File: config.mk
export PLATFORM = sky130hd
export DESIGN_NAME = binary_key_value_stream_parser_core
export DESIGN_NICKNAME = d
export VERILOG_FILES = /design/src/hdl/bkv_pkg.sv /design/src/hdl/binary_key_value_stream_parser_core.sv /design/src/hdl/bkv_in_stage.sv /design/src/hdl/bkv_parse.sv
export SDC_FILE = /design/constraint.sdc
export NUM_CORES = 1
export LEC_CHECK = 0
export ABC_AREA = 1
export BUFFER_PORTS_ARGS = -buffer_cell sky130_fd_sc_hd__buf_4
export CAP_MARGIN = 40
export CORE_MARGIN = 2
export CORE_UTILIZATION = 62
export CTS_CLUSTER_SIZE = 12
export DETAILED_ROUTE_END_ITERATION = 10
export HOLD_SLACK_MARGIN = 0.05
export PLACE_DENSITY = 0.85
export SLEW_MARGIN = 40
export SYNTH_ARGS = -nofsm -noshare
export SYNTH_HDL_FRONTEND = slang
export SYNTH_SLANG_ARGS = --single-unit
File: constraint.sdc
create_clock -name clk -period 4.45 [get_ports clk]
set_input_delay 0.445 -clock clk [delete_from_list [all_inputs] [get_ports clk]]
set_output_delay 0.445 -clock clk [all_outputs]
set_load 0.02 [all_outputs]
File: src/hdl/bkv_pkg.sv
`default_nettype none

package bkv_pkg;

  // Deepest nesting of maps below the root that the parser accepts.
  localparam logic [7:0] MAX_DEPTH = 8'd15;

  // Type bytes and the close byte of the document format.
  localparam logic [7:0] BYTE_MAP   = 8'h00;
  localparam logic [7:0] BYTE_STR   = 8'h01;
  localparam logic [7:0] BYTE_NUM   = 8'h02;
  localparam logic [7:0] BYTE_CLOSE = 8'h08;

  // Entry kinds as they appear in the type byte.
  localparam logic [1:0] KIND_MAP = 2'd0;
  localparam logic [1:0] KIND_STR = 2'd1;

  typedef enum logic [2:0] {
    PH_TYPE,
    PH_KEY,
    PH_STR,
    PH_NUM,
    PH_DONE,
    PH_FAIL_TYPE,
    PH_FAIL_TRUNC,
    PH_FAIL_DEEP
  } phase_t;

  typedef enum logic [3:0] {
    EV_TYPE,
    EV_KEY_BYTE,
    EV_KEY_END,
    EV_STR_BYTE,
    EV_STR_END,
    EV_NUM_BYTE,
    EV_NUM_DONE,
    EV_MAP_CLOSE,
    EV_DOC_DONE,
    EV_ERROR,
    EV_IGNORED
  } event_t;

  typedef enum logic [1:0] {
    ERR_NONE,
    ERR_BAD_TYPE,
    ERR_TRUNC,
    ERR_DEEP
  } err_t;

  // One byte of the document as it waits in the input register.
  typedef struct packed {
    logic [7:0] data;
    logic       last;
  } item_t;

  // One parser event.
  typedef struct packed {
    event_t      ev;
    logic [7:0]  payload;
    logic [31:0] number;
    logic [1:0]  kind;
    logic [3:0]  depth;
    err_t        err;
  } result_t;

endpackage

`default_nettype wire

File: src/hdl/binary_key_value_stream_parser_core.sv
// Binary key-value document parser, one byte per transfer.
// Input channel: in_tdata carries one document byte, in_tlast marks the last
// byte of the buffer. Result channel: one event per input byte; out_tuser is
// the event code and out_tdata carries payload, number, kind, depth and error.
// Path: an accepted byte waits in the input register and is parsed into the result
// register when that register can load (one input register, one result register).
// Throughput is one byte per cycle while a low out_tready does not stall the result;
// the phase, depth and number update is a single short step between the input
// register and the result register.
// Reset: the parser expects the first type byte of the root map, depth is
// zero and both registers are empty. After the root close or any error every
// further byte yields an ignored event until the next reset.
// Stalls: while out_tready is low the result register holds its event, the
// input register still takes one byte, and in_tready drops once both hold
// data. Nothing is dropped or repeated.
`default_nettype none

module binary_key_value_stream_parser_core (
  input  wire logic        clk,
  input  wire logic        rst_n,
  input  wire logic        in_tvalid,
  output logic             in_tready,
  input  wire logic [7:0]  in_tdata,   // [7:0] data_byte
  input  wire logic        in_tlast,   // end_of_buffer
  output logic             out_tvalid,
  input  wire logic        out_tready,
  output logic [47:0]      out_tdata,  // [7:0] payload_byte, [39:8] number_value,
                                       // [41:40] entry_kind, [45:42] nesting_depth,
                                       // [47:46] fault_code
  output logic [3:0]       out_tuser   // [3:0] event_res
);

  logic             item_valid;
  bkv_pkg::item_t   item;
  logic             out_adv;
  logic             step;
  bkv_pkg::result_t res;
  bkv_pkg::result_t out_res_r;
  logic             out_valid_r;
  logic             out_valid_nxt;

  // The result register can load when empty or when its event is taken.
  assign out_adv = !out_valid_r || out_tready;
  assign step    = item_valid && out_adv;

  bkv_in_stage u_in_stage (
    .clk        (clk),
    .rst_n      (rst_n),
    .in_tvalid  (in_tvalid),
    .in_tready  (in_tready),
    .in_tdata   (in_tdata),
    .in_tlast   (in_tlast),
    .drain      (out_adv),
    .item_valid (item_valid),
    .item       (item)
  );

  bkv_parse u_parse (
    .clk   (clk),
    .rst_n (rst_n),
    .step  (step),
    .item  (item),
    .res   (res)
  );

  // Result register valid flag.
  always_comb begin
    if (step) begin
      out_valid_nxt = 1'b1;
    end else if (out_tready) begin
      out_valid_nxt = 1'b0;
    end else begin
      out_valid_nxt = out_valid_r;
    end
  end

  always_ff @(posedge clk) begin
    if (!rst_n) begin
      out_valid_r <= 1'b0;
    end else begin
      out_valid_r <= out_valid_nxt;
    end
  end

  always_ff @(posedge clk) begin
    if (step) begin
      out_res_r <= res;
    end
  end

  // Pack the event onto the result channel.
  assign out_tvalid = out_valid_r;
  assign out_tuser  = out_res_r.ev;
  assign out_tdata  = {out_res_r.err, out_res_r.depth, out_res_r.kind,
                       out_res_r.number, out_res_r.payload};

endmodule

`default_nettype wire

File: src/hdl/bkv_in_stage.sv
`default_nettype none

module bkv_in_stage (
  input  wire logic          clk,
  input  wire logic          rst_n,
  input  wire logic          in_tvalid,
  output logic               in_tready,
  input  wire logic [7:0]    in_tdata,   // [7:0] data_byte
  input  wire logic          in_tlast,   // end_of_buffer
  input  wire logic          drain,
  output logic               item_valid,
  output bkv_pkg::item_t     item
);

  logic           valid_r;
  logic           valid_nxt;
  bkv_pkg::item_t item_r;

  // The register takes a new byte when it is empty or drains this cycle.
  assign in_tready  = !valid_r || drain;
  assign item_valid = valid_r;
  assign item       = item_r;

  always_comb begin
    if (in_tvalid && in_tready) begin
      valid_nxt = 1'b1;
    end else if (drain) begin
      valid_nxt = 1'b0;
    end else begin
      valid_nxt = valid_r;
    end
  end

  always_ff @(posedge clk) begin
    if (!rst_n) begin
      valid_r <= 1'b0;
    end else begin
      valid_r <= valid_nxt;
    end
  end

  // Payload register needs no reset.
  always_ff @(posedge clk) begin
    if (in_tvalid && in_tready) begin
      item_r.data <= in_tdata;
      item_r.last <= in_tlast;
    end
  end

endmodule

`default_nettype wire

File: src/hdl/bkv_parse.sv
`default_nettype none

module bkv_parse (
  input  wire logic          clk,
  input  wire logic          rst_n,
  input  wire logic          step,
  input  wire bkv_pkg::item_t item,
  output bkv_pkg::result_t   res
);

  bkv_pkg::phase_t phase_r;
  bkv_pkg::phase_t phase_nxt;
  logic [3:0]      depth_r;
  logic [3:0]      depth_nxt;
  logic [1:0]      kind_r;
  logic [1:0]      kind_nxt;
  logic [31:0]     acc_r;
  logic [31:0]     acc_nxt;
  logic [1:0]      idx_r;
  logic [1:0]      idx_nxt;

  bkv_pkg::event_t ev_base;
  bkv_pkg::err_t   err_base;
  logic [7:0]      b;
  logic            too_deep;
  logic            trunc;
  logic [31:0]     acc_ins;

  assign b        = item.data;
  assign too_deep = ({4'b0000, depth_r} >= bkv_pkg::MAX_DEPTH) || (depth_r == 4'hF);
  assign acc_ins  = acc_r | ({24'h000000, b} << {idx_r, 3'b000});

  // Classify the byte against the current phase.
  always_comb begin
    ev_base  = bkv_pkg::EV_IGNORED;
    err_base = bkv_pkg::ERR_NONE;
    unique case (phase_r)
      bkv_pkg::PH_TYPE: begin
        if (b == bkv_pkg::BYTE_CLOSE) begin
          ev_base = (depth_r == 4'd0) ? bkv_pkg::EV_DOC_DONE : bkv_pkg::EV_MAP_CLOSE;
        end else if (b > bkv_pkg::BYTE_NUM) begin
          ev_base  = bkv_pkg::EV_ERROR;
          err_base = bkv_pkg::ERR_BAD_TYPE;
        end else if (b == bkv_pkg::BYTE_MAP && too_deep) begin
          ev_base  = bkv_pkg::EV_ERROR;
          err_base = bkv_pkg::ERR_DEEP;
        end else begin
          ev_base = bkv_pkg::EV_TYPE;
        end
      end
      bkv_pkg::PH_KEY: begin
        ev_base = (b != 8'h00) ? bkv_pkg::EV_KEY_BYTE : bkv_pkg::EV_KEY_END;
      end
      bkv_pkg::PH_STR: begin
        ev_base = (b != 8'h00) ? bkv_pkg::EV_STR_BYTE : bkv_pkg::EV_STR_END;
      end
      bkv_pkg::PH_NUM: begin
        ev_base = (idx_r == 2'd3) ? bkv_pkg::EV_NUM_DONE : bkv_pkg::EV_NUM_BYTE;
      end
      default: begin
        ev_base = bkv_pkg::EV_IGNORED;
      end
    endcase
  end

  // A last byte that is not ignored and neither finishes the document nor fails on its own truncates it.
  assign trunc = item.last && (ev_base != bkv_pkg::EV_IGNORED) &&
                 (ev_base != bkv_pkg::EV_ERROR) && (ev_base != bkv_pkg::EV_DOC_DONE);

  // Next state.
  always_comb begin
    phase_nxt = phase_r;
    depth_nxt = depth_r;
    kind_nxt  = kind_r;
    acc_nxt   = acc_r;
    idx_nxt   = idx_r;
    unique case (ev_base)
      bkv_pkg::EV_DOC_DONE: begin
        phase_nxt = bkv_pkg::PH_DONE;
      end
      bkv_pkg::EV_MAP_CLOSE: begin
        depth_nxt = depth_r - 4'd1;
      end
      bkv_pkg::EV_ERROR: begin
        unique case (err_base)
          bkv_pkg::ERR_BAD_TYPE: phase_nxt = bkv_pkg::PH_FAIL_TYPE;
          bkv_pkg::ERR_DEEP:     phase_nxt = bkv_pkg::PH_FAIL_DEEP;
          default:               phase_nxt = bkv_pkg::PH_FAIL_TRUNC;
        endcase
      end
      bkv_pkg::EV_TYPE: begin
        kind_nxt  = b[1:0];
        acc_nxt   = 32'h0;
        idx_nxt   = 2'd0;
        phase_nxt = bkv_pkg::PH_KEY;
      end
      bkv_pkg::EV_KEY_END: begin
        unique case (kind_r)
          bkv_pkg::KIND_MAP: begin
            depth_nxt = depth_r + 4'd1;
            phase_nxt = bkv_pkg::PH_TYPE;
          end
          bkv_pkg::KIND_STR: phase_nxt = bkv_pkg::PH_STR;
          default:           phase_nxt = bkv_pkg::PH_NUM;
        endcase
      end
      bkv_pkg::EV_STR_END: begin
        phase_nxt = bkv_pkg::PH_TYPE;
      end
      bkv_pkg::EV_NUM_BYTE: begin
        acc_nxt = acc_ins;
        idx_nxt = idx_r + 2'd1;
      end
      bkv_pkg::EV_NUM_DONE: begin
        acc_nxt   = acc_ins;
        idx_nxt   = 2'd0;
        phase_nxt = bkv_pkg::PH_TYPE;
      end
      default: begin
      end
    endcase
    if (trunc) begin
      phase_nxt = bkv_pkg::PH_FAIL_TRUNC;
    end
  end

  // Event fields.
  always_comb begin
    res.ev      = ev_base;
    res.payload = 8'h00;
    res.number  = 32'h0;
    res.kind    = 2'd0;
    res.depth   = depth_nxt;
    res.err     = bkv_pkg::ERR_NONE;
    unique case (ev_base)
      bkv_pkg::EV_TYPE: begin
        res.kind = b[1:0];
      end
      bkv_pkg::EV_KEY_BYTE, bkv_pkg::EV_KEY_END, bkv_pkg::EV_STR_BYTE,
      bkv_pkg::EV_STR_END, bkv_pkg::EV_NUM_BYTE: begin
        res.kind    = kind_r;
        res.payload = b;
      end
      bkv_pkg::EV_NUM_DONE: begin
        res.kind    = kind_r;
        res.payload = b;
        res.number  = acc_ins;
      end
      bkv_pkg::EV_ERROR: begin
        res.err = err_base;
      end
      bkv_pkg::EV_IGNORED: begin
        unique case (phase_r)
          bkv_pkg::PH_FAIL_TYPE:  res.err = bkv_pkg::ERR_BAD_TYPE;
          bkv_pkg::PH_FAIL_TRUNC: res.err = bkv_pkg::ERR_TRUNC;
          bkv_pkg::PH_FAIL_DEEP:  res.err = bkv_pkg::ERR_DEEP;
          default:                res.err = bkv_pkg::ERR_NONE;
        endcase
      end
      default: begin
      end
    endcase
    if (trunc) begin
      res.ev      = bkv_pkg::EV_ERROR;
      res.err     = bkv_pkg::ERR_TRUNC;
      res.payload = 8'h00;
      res.number  = 32'h0;
      res.kind    = 2'd0;
    end
  end

  // Parser state advances once per transfer into the result register.
  always_ff @(posedge clk) begin
    if (!rst_n) begin
      phase_r <= bkv_pkg::PH_TYPE;
      depth_r <= 4'd0;
      kind_r  <= 2'd0;
      acc_r   <= 32'h0;
      idx_r   <= 2'd0;
    end else if (step) begin
      phase_r <= phase_nxt;
      depth_r <= depth_nxt;
      kind_r  <= kind_nxt;
      acc_r   <= acc_nxt;
      idx_r   <= idx_nxt;
    end
  end

`ifndef SYNTH
  a_done_holds: assert property (@(posedge clk) disable iff (!rst_n)
    phase_r == bkv_pkg::PH_DONE |=> phase_r == bkv_pkg::PH_DONE)
    else $error("finished parser left the done phase");

  a_fail_holds: assert property (@(posedge clk) disable iff (!rst_n)
    (phase_r == bkv_pkg::PH_FAIL_TYPE || phase_r == bkv_pkg::PH_FAIL_TRUNC ||
     phase_r == bkv_pkg::PH_FAIL_DEEP) |=> $stable(phase_r))
    else $error("failed parser changed phase");

  a_idle_keeps_depth: assert property (@(posedge clk) disable iff (!rst_n)
    !step |=> $stable(depth_r) && $stable(acc_r))
    else $error("parser state moved without a transfer");

  a_error_has_code: assert property (@(posedge clk) disable iff (!rst_n)
    step && res.ev == bkv_pkg::EV_ERROR |-> res.err != bkv_pkg::ERR_NONE)
    else $error("error event without an error code");
`endif

endmodule

`default_nettype wire
==> results of run 1 <==
power by group through the flow:
stage / clock network (mW) / registers, mW / logic [mW]
6_report: 0.649 / 1.11 / 0.305
5_1_grt: 0.695 / 1.12 / 0.338
4_1_cts: 0.649 / 1.11 / 0.303
3_5_place_dp: 0 / 1.13 / 0.301
3_3_place_gp: 0 / 1.13 / 0.294
2_1_floorplan: 0 / 1.16 / 0.185
layer usage:
layer	routed length (um)	up-vias	GRT usage, %
li1	-	1950	-
met4	251	0	10.7
met2	5070	216	41.3
met1	4300	1862	34.5
met3	976	30	5.00
met5	0	-	0
through the flow:
stage | area, sq um | worst slack, ns | hold WS, ns | util (%)
after CTS | 5660 | 1.96 | 0.236 | 73.3
final | 5660 | 1.88 | 0.247 | 73.3
after floorplan | 4940 | 1.99 | 0.433 | -
after global routing | 5660 | 1.69 | 0.225 | 73.3
after detailed placement | 5450 | 2.03 | 0.453 | 70.5
after global placement | 5420 | 1.75 | 0.444 | 70.1
flip-flops by register name, summed over array words and instances (netlist names):
name and cells:
out_tdata 48, out_tuser 4, out_tvalid 1, u_in_stage.item 9
u_in_stage.item_valid 1, u_parse.acc_r 32, u_parse.depth_r 4, u_parse.idx_r 2
u_parse.kind_r 2, u_parse.phase_r 3
cell type report:
type	instances	area (sq um)
sequential	106	2730
clock inverter	6	91.3
fill	540	2060
inverter	94	353
tap	102	128
multi-input combinational	345	1700
timing repair buffer	70	533
clock buffer	10	128
worst max-delay path, stage by stage, from the launching register on:
cell                       delay, ns
sky130_fd_sc_hd__edfxtp_1       0.57
sky130_fd_sc_hd__nor2_4         0.17
sky130_fd_sc_hd__nand2_1        0.11
sky130_fd_sc_hd__o21ai_2        0.27
sky130_fd_sc_hd__inv_2          0.06
sky130_fd_sc_hd__nand2_1        0.11
sky130_fd_sc_hd__nand3_2        0.09
sky130_fd_sc_hd__nor2_4         0.15
sky130_fd_sc_hd__nand3_4        0.45
sky130_fd_sc_hd__o21ai_0        0.36
sky130_fd_sc_hd__nor2_1         0.08
placed cells by master (no fill, tap or decap), types with 4 or more instances in the layout:
master	n
sky130_fd_sc_hd__o21ai_0	35
sky130_fd_sc_hd__nand3_2	4
sky130_fd_sc_hd__buf_4	68
sky130_fd_sc_hd__inv_1	88
sky130_fd_sc_hd__nand3_1	30
sky130_fd_sc_hd__ha_1	4
sky130_fd_sc_hd__nand2_1	88
sky130_fd_sc_hd__a21oi_2	5
sky130_fd_sc_hd__a21oi_1	36
sky130_fd_sc_hd__clkbuf_8	9
sky130_fd_sc_hd__inv_2	5
sky130_fd_sc_hd__nor2_1	94
sky130_fd_sc_hd__nor2_4	4
sky130_fd_sc_hd__nand4_1	6
sky130_fd_sc_hd__or2_2	7
sky130_fd_sc_hd__a31oi_1	10
sky130_fd_sc_hd__dfxtp_1	45
sky130_fd_sc_hd__edfxtp_1	61
cell families after synthesis:
| group | count (synthesis) | synth area share [%] |
|---|---|---|
| compound gates | 93 | 10.5 |
| simple gates | 245 | 22.2 |
| xor+xnor | 3 | 0.532 |
| fa+ha+maj | 4 | 1.01 |
| buf+inv | 120 | 10.5 |
| flops | 106 | 55.3 |
how the worst max path moves through the flow:
stage / from / endpoint / slack [ns] / cells after the start
6_report: u_in_stage.item[2] / u_parse.kind_r[0] / 1.88 / 10
2_1_floorplan: out_tready / u_parse.acc_r[15] / 1.99 / 9
4_1_cts: u_parse.idx_r[0] / u_parse.kind_r[0] / 1.96 / 9
3_3_place_gp: u_parse.idx_r[0] / u_parse.kind_r[0] / 1.75 / 9
3_5_place_dp: u_parse.idx_r[0] / u_parse.kind_r[0] / 2.03 / 9
5_1_grt: u_parse.idx_r[0] / u_parse.idx_r[0] / 1.69 / 11
cell usage after synthesis, types with 6 or more instances:
library cell and number:
sky130_fd_sc_hd__nor2_1 94, sky130_fd_sc_hd__inv_1 89, sky130_fd_sc_hd__nand2_1 88, sky130_fd_sc_hd__edfxtp_1 61
sky130_fd_sc_hd__dfxtp_1 45, sky130_fd_sc_hd__a21oi_1 36, sky130_fd_sc_hd__o21ai_0 35, sky130_fd_sc_hd__nand3_1 30
sky130_fd_sc_hd__clkbuf_1 12, sky130_fd_sc_hd__a31oi_1 10, sky130_fd_sc_hd__buf_6 8, sky130_fd_sc_hd__or2_2 7
sky130_fd_sc_hd__nand4_1 6
==> impl_summary.md, run 1 <==
Critical path
The worst setup path is launched from a register. The register-to-register path setup slack is 1.88 ns. At the worst endpoint, the arrival time is 2.80 ns. The peak fanout along the critical path is 48.

The required time of the critical path is 4.68 ns. The end of the worst register-to-register path is u_parse.kind_r[0]. The critical path is of the reg -> reg type.

STA classifies the critical path endpoint as a register. The startpoint identified for the worst register-to-register timing path is u_in_stage.item[2]. The number of cells traversed by the worst register-to-register path is 10.

Logic synthesis
The number of nets in the synthesized netlist is 588. The number of enable flip-flop cells after synthesis is 61. The share of synthesized registers carrying an async set or reset is 0%. The number of different library cells used by synthesis comes to 33. The area share of the largest cell type after synthesis is 37.1%.

sky130_fd_sc_hd__edfxtp_1 takes more of the synthesized area than any other cell. Yosys attributes the largest share of cell area to sky130_fd_sc_hd__edfxtp_1, sky130_fd_sc_hd__dfxtp_1, sky130_fd_sc_hd__nor2_1, sky130_fd_sc_hd__inv_1, sky130_fd_sc_hd__nand2_1. Averaged over all synthesized cells, the footprint is 8.65 sq um. Among all flip-flop cells after synthesis, the most frequent one is sky130_fd_sc_hd__edfxtp_1.

The number of cells produced by synthesis is 571. Synthesis inferred 106 register bits. The synthesis warning total is 0. Of the synthesized area, sequential elements account for 55.3%. The synthesized cell area is 0.00494 sq mm.

Hold path
Counting instances, the worst hold path has a depth of 1. The endpoint of the worst hold-timing path is u_in_stage.item[0]. The tightest min-delay check is of the in -> reg type. In this run the most critical hold path is launched from in_tlast.

Finish
From synthesis to final layout, the design area changed by 14.6%. Leaving out filler cells and counting taps, the final layout contains 733. The fraction of final layout cells sized beyond drive strength 1 is 19.3%.

The number of nets at the end of the flow is 643. 0 antenna diodes ended up in the layout.

Floorplanning
The vertical die dimension is 93.3 um. In this run the core area contains 32 standard-cell rows. From left edge to right edge, the die measures 93.3 um. The standard cell core area is 0.00773 sq mm.

For this configuration, the core starts out at a cell density of 63.9%. The die outline area is 0.00870 sq mm. 67 I/O pins were placed.

Clock network
The largest buffer count on any clock path is 2. The clock drives 106 sinks. After clock tree synthesis, the clock-pin slew on the worst setup and hold paths is 0.10 ns. The number of cells upsized or downsized after cts is 0. The post-CTS setup-driven buffer insertion count is 0. The root buffer selected by CTS is sky130_fd_sc_hd__clkbuf_8. The H-tree depth is 3. The clock reaches the later pin of the worst-skew pair after 0.37 ns. The clock tree from TritonCTS is done. In this run, CTS created clock tree buffers numbering 9. In this run, post-CTS hold repair placed 0 buffers.

Drt
The number of vias per cell is 5.54. In the final routed layout, each cell accounts on average for 14.5 um. The post-detailed-route count of antenna-violating nets is 0. For this run, design rule violations remaining after detail routing come to 0. The final layout contains routed wiring with a total length of 10,600 um.

The total vias in the final route is 4,058. The number of search-and-repair iterations in the first detailed-routing pass is 6. The first-iteration detailed-routing DRC count is 311.

Power
The sequential power share is 53.8%. The analysis attributes to cell leakage a power of 2.33 nW. The clock share of power is 31.4%. Dividing total power by cell area gives a power density of 365 mW/mm^2. The internal power of the cells totals 1.50 mW. The net load switching power is 564 uW. The highest ir drop seen on vdd is 0.224 mV. The part of the power in combinational logic is 14.8%.

The net switching share of the total power is 27.3%. The overall power consumption is 2.07 mW.

GRT
The pin count of the biggest net entering global routing is 55. The via count of the first global-routing pass was 3,769. The number of antenna violations at the first check in global routing is 0.

The first global-routing pass estimated 17,500 um of wire. The total global routing track utilization is 25.8%. The sum of overflow across all layers after global routing is 0.

Timing
The measured slew at the worst slew-check pin is 0.700 ns. Setup repair after global routing left no endpoint under its margin. The number of pins with negative max-slew slack in the final report is 0. Counting I/O delays and the setup requirement, the final critical path takes 2.57 ns. Timing would allow up to 390 MHz.

The worst path uses 57.6% of the clock period. Setup violations remaining at the end of the flow were counted as 0. In this run the tightest slew margin relative to its limit is 53.4%.

The final clock skew is 0.00964 ns. The final setup TNS is 0 ns. The final number of hold-violating endpoints is 0.

Placed design
Buffers placed on the I/O ports in this run total 66. Summed over all nets, the half-perimeter wirelength after detailed placement is 7230 um. The congestion estimate from routability-driven global placement came to 0.905. Counting tap cells, the placed design contains a total of 717 instances.

Flow run
The tool flagged a number of max-cap violations equal to 0.

Outcome
The run finished with clean final reports.
Note: power is estimated with default switching activity, not from simulation.
==> run 2, diff against run 1 <==
Settings changed: ABC_AREA 1 to 0, CORE_UTILIZATION 62 to 51, PLACE_DENSITY 0.85 to 0.75.
Clock period 4.45 ns to 2.1 ns, I/O delays scaled along.
==> run 2 against run 1 <==
The run now ends with setup timing left; wire length up 18%; core utilization up 1.1 points; sequential share of layout area down 5.5 points; maximum frequency up 2.0%.
==> impl_summary.md, run 2 <==
Outcome
The run finished, with violations left. The final reports fail on setup timing.

Power
The highest ir drop seen on vdd is 0.436 mV. In this run the static leakage power is 2.36 nW. In this run the power density over the cells is 660 mW/mm^2.

Timing
In the post-route analysis, the smallest setup slack over all paths is -0.415 ns. The number of pins with negative max-slew slack in the final report is 0. After layout, the minimum clock period comes to 2.51 ns. Setup violations remaining at the end of the flow were counted as 94. Setup repair after global routing could not meet its margin everywhere. The final number of hold-violating endpoints came to 0.

At the pin with the least slew margin, the transition time is 0.808 ns. The final clock skew is 0.0126 ns. Headroom to the max-slew limit came out at 46.1%. The portion of the clock cycle consumed by the worst path in the final layout is 120%. The final worst hold slack is 0.0911 ns.

Summed over all failing endpoints, the final setup total negative slack is -24.99 ns. Static timing analysis puts the maximum clock frequency at 398 MHz.

Critical path
The launching element type of the critical path is a register. The start point of the critical path is u_in_stage.item[7]. The beginning of the worst register-to-register path is u_in_stage.item[7].

STA puts the critical path data required time at 2.36 ns. Of all nets on the critical path, the largest fanout is 5. The arrival time reported for the critical path endpoint is 2.77 ns.

The critical path goes through or4_4, or2_4, a221oi_4, nand4bb_1, nor3_4, buf_6, clkbuf_16, o22ai_2. The type of the setup path with the least slack is reg -> reg. For this design, the slowest cell found on the critical path is sky130_fd_sc_hd__or4_4. The element type at the critical path end is a register. For this run, the slowest stage of the critical path takes 0.54 ns.

Flow run
Max-cap violations in this run came to 0.

Drt
The final routed DRC violation total is 0. The total vias in the final route is 3,824. The final routed wirelength across all metal layers is 12,500 um.

Dividing the detail-routed wire length by the instance count gives 19.1 um. The number of search-and-repair iterations in the first detailed-routing pass is 5. Dividing the detail-routed via count by the number of cells gives 5.84. The first-iteration detailed-routing DRC count is 327.

Once detail routing completed, the nets flagged for antenna violations numbered 0.

Placed design
Input and output buffers added on the ports amount to 66. The number of placed instances, taps included, is 608. The post-placement cell area is 0.00544 sq mm. OpenSTA, run right after detailed placement, puts the worst setup slack at -0.338 ns. Once detailed placement completed, the half-perimeter wirelength came to 7250 um. The final RePlAce weighted congestion is 0.962.

Logic synthesis
The commonest cells after synthesis are sky130_fd_sc_hd__edfxtp_1, sky130_fd_sc_hd__nand2_1, sky130_fd_sc_hd__a21oi_1, sky130_fd_sc_hd__dfxtp_1, sky130_fd_sc_hd__nor2_1. After synthesis, the cell types taking the most area are sky130_fd_sc_hd__edfxtp_1, sky130_fd_sc_hd__dfxtp_1, sky130_fd_sc_hd__a21oi_1, sky130_fd_sc_hd__nand2_1, sky130_fd_sc_hd__o22ai_1. The number of enable flip-flop cells after synthesis is 61.

The cell taking the most area after synthesis is sky130_fd_sc_hd__edfxtp_1. The portion of the post-synthesis area used by sequential elements is 61.4%. The area share of the largest cell type after synthesis is 41.2%. The number of synthesized register bits is 106. The post-synthesis cell type count is 56. The number of cells produced by synthesis is 410.

The most frequent cell after synthesis is sky130_fd_sc_hd__edfxtp_1. The synthesis warning total is 0. Summing every instance area after synthesis gives 0.00445 sq mm. The number of nets handed over by synthesis was 427.

Each instance of the synthesized netlist takes up on average 10.9 sq um. The leading register cell type out of synthesis is sky130_fd_sc_hd__edfxtp_1. For this run, asynchronously set or reset flops after synthesis account for 0%.

Finish
The number of diodes is 0. The fill cell instance count of the final layout is 555. The relative area change from synthesis to final layout is 43.7%. The library cell used most frequently in the layout, excluding fill and tap cells, is sky130_fd_sc_hd__buf_4. The fraction of final layout cells sized beyond drive strength 1 is 43.5%. For this run, the post-layout net count is 559.

The library cells used most frequently in the layout, excluding fill and tap cells, are sky130_fd_sc_hd__buf_4, sky130_fd_sc_hd__edfxtp_1, sky130_fd_sc_hd__nand2_1. The non-filler instance count after layout is 655. The post-route standard cell area excluding fillers is 0.00640 sq mm.

The register with the most flip-flops in the layout has 48 of them.

GRT
The via count of the first global-routing pass is 3,587. The sum of overflow across all layers after global routing is 0. The number of antenna violations at the first check in global routing came to 0. The first-pass GRT wire length is 18,700 um. Global routing consumed, over all layers together, 25.0% of the routing resources. Entering global routing, the biggest net connects 59 pins.

Floorplanning
The number of rows created at floorplan is 34. For this configuration, the core starts out at a cell density of 51.8%. In this run the count of I/O pins placed on the die edge is 67. The core region is 0.00859 sq mm.

The die is 97.4 um wide. The vertical die dimension is 97.4 um. The die outline area is 0.00949 sq mm.

Clock network
The number of sinks on the clock net is 106. The cell sitting at the root of the clock tree is a sky130_fd_sc_hd__clkbuf_8. The H-tree depth is 3. The largest buffer count on any clock path is 2. The clock tree from TritonCTS is done. The clock transition at the register clock pins on the worst setup and hold paths after CTS is 0.10 ns. Buffers inserted during clock tree synthesis total 9. The insertion delay to the later sink of the worst-skew pair is 0.37 ns.

Hold path
The path class of the tightest hold or removal check is in -> reg. The worst hold path begins at in_tvalid.
run 2: cell count changes after synthesis, moves of 9 or more:
cell,change
sky130_fd_sc_hd__o22ai_1,+26
sky130_fd_sc_hd__inv_1,-83
sky130_fd_sc_hd__nand3_1,-20
sky130_fd_sc_hd__nor3b_1,+17
sky130_fd_sc_hd__nand2_1,-37
sky130_fd_sc_hd__o21ai_0,-30
sky130_fd_sc_hd__a21oi_1,+9
sky130_fd_sc_hd__nor2_1,-55
run 2: through the flow:
step	utilization [%]	total power [mW]
final	74.4	4.22
after global routing	74.4	4.35
after CTS	71.0	4.18
after detailed placement	63.3	2.82
after global placement	63.3	2.81
after floorplan	-	2.61
run 2: power breakdown:
group | leakage [nW] | internal, mW | total (mW) | switching (mW)
Sequential | 0.955 | 2.26 | 2.29 | 0.0325
Combinational | 1.31 | 0.296 | 0.660 | 0.364
Clock | 0.101 | 0.527 | 1.27 | 0.743
run 2: cell type report:
class	count	area [sq um]	share of cell area, %
Inverter	7	30.0	0.469
Multi-Input combinational cell	274	2070	32.3
Sequential cell	106	2740	42.8
Timing Repair Buffer	144	1220	19.1
Clock inverter	6	56.3	0.880
Clock buffer	10	149	2.33
Tap cell	108	135	2.11
run 2: logic make-up after synthesis:
logic type               share of synthesized area, %
AO/OA/AOI/OAI                                    15.7
XOR/XNOR                                        0.787
adder cells (fa/ha/maj)                          1.12
buffers and inverters                            3.18
flip-flops                                       61.4
multiplexers                                    0.703
AND/OR/NAND/NOR                                  17.1
run 2: worst max-delay path, delay by kind of cell (launching register included):
family                 cells  cell delay, ns
and+or+nand+nor            4            1.31
AOI/OAI and AO/OA          2            0.37
buffers and inverters      2            0.32
DFF                        1            0.40
run 2: metal layers:
layer | wire (um) | track usage [%] | share of wire (%)
met5 | 0 | 0 | 0
met4 | 247 | 7.59 | 2.0
met3 | 1120 | 6.40 | 9.0
met2 | 6010 | 40.0 | 48
met1 | 5100 | 34.0 | 41
run 2: worst paths after layout:
kind                                 to  slack, ns  cells past startpoint
setup / recovery      u_parse.acc_r[15]      -0.41                      8
hold / removal    u_in_stage.item_valid       0.09                      3
setup reg to reg      u_parse.acc_r[15]      -0.41                      8
hold reg to reg       u_parse.acc_r[16]       0.48                      2
run 2: repair_timing:
| item | in CTS | in global routing |
|---|---|---|
| hold buffers | 9 | 0 |
| pin swaps | 13 | 12 |
| cloned | 5 | 3 |
| endpoints found under the setup margin | 93 | 95 |
| hold endpoints to repair | 9 | 0 |
| resized for setup | 58 | 43 |
| buffers inserted | 7 | 8 |
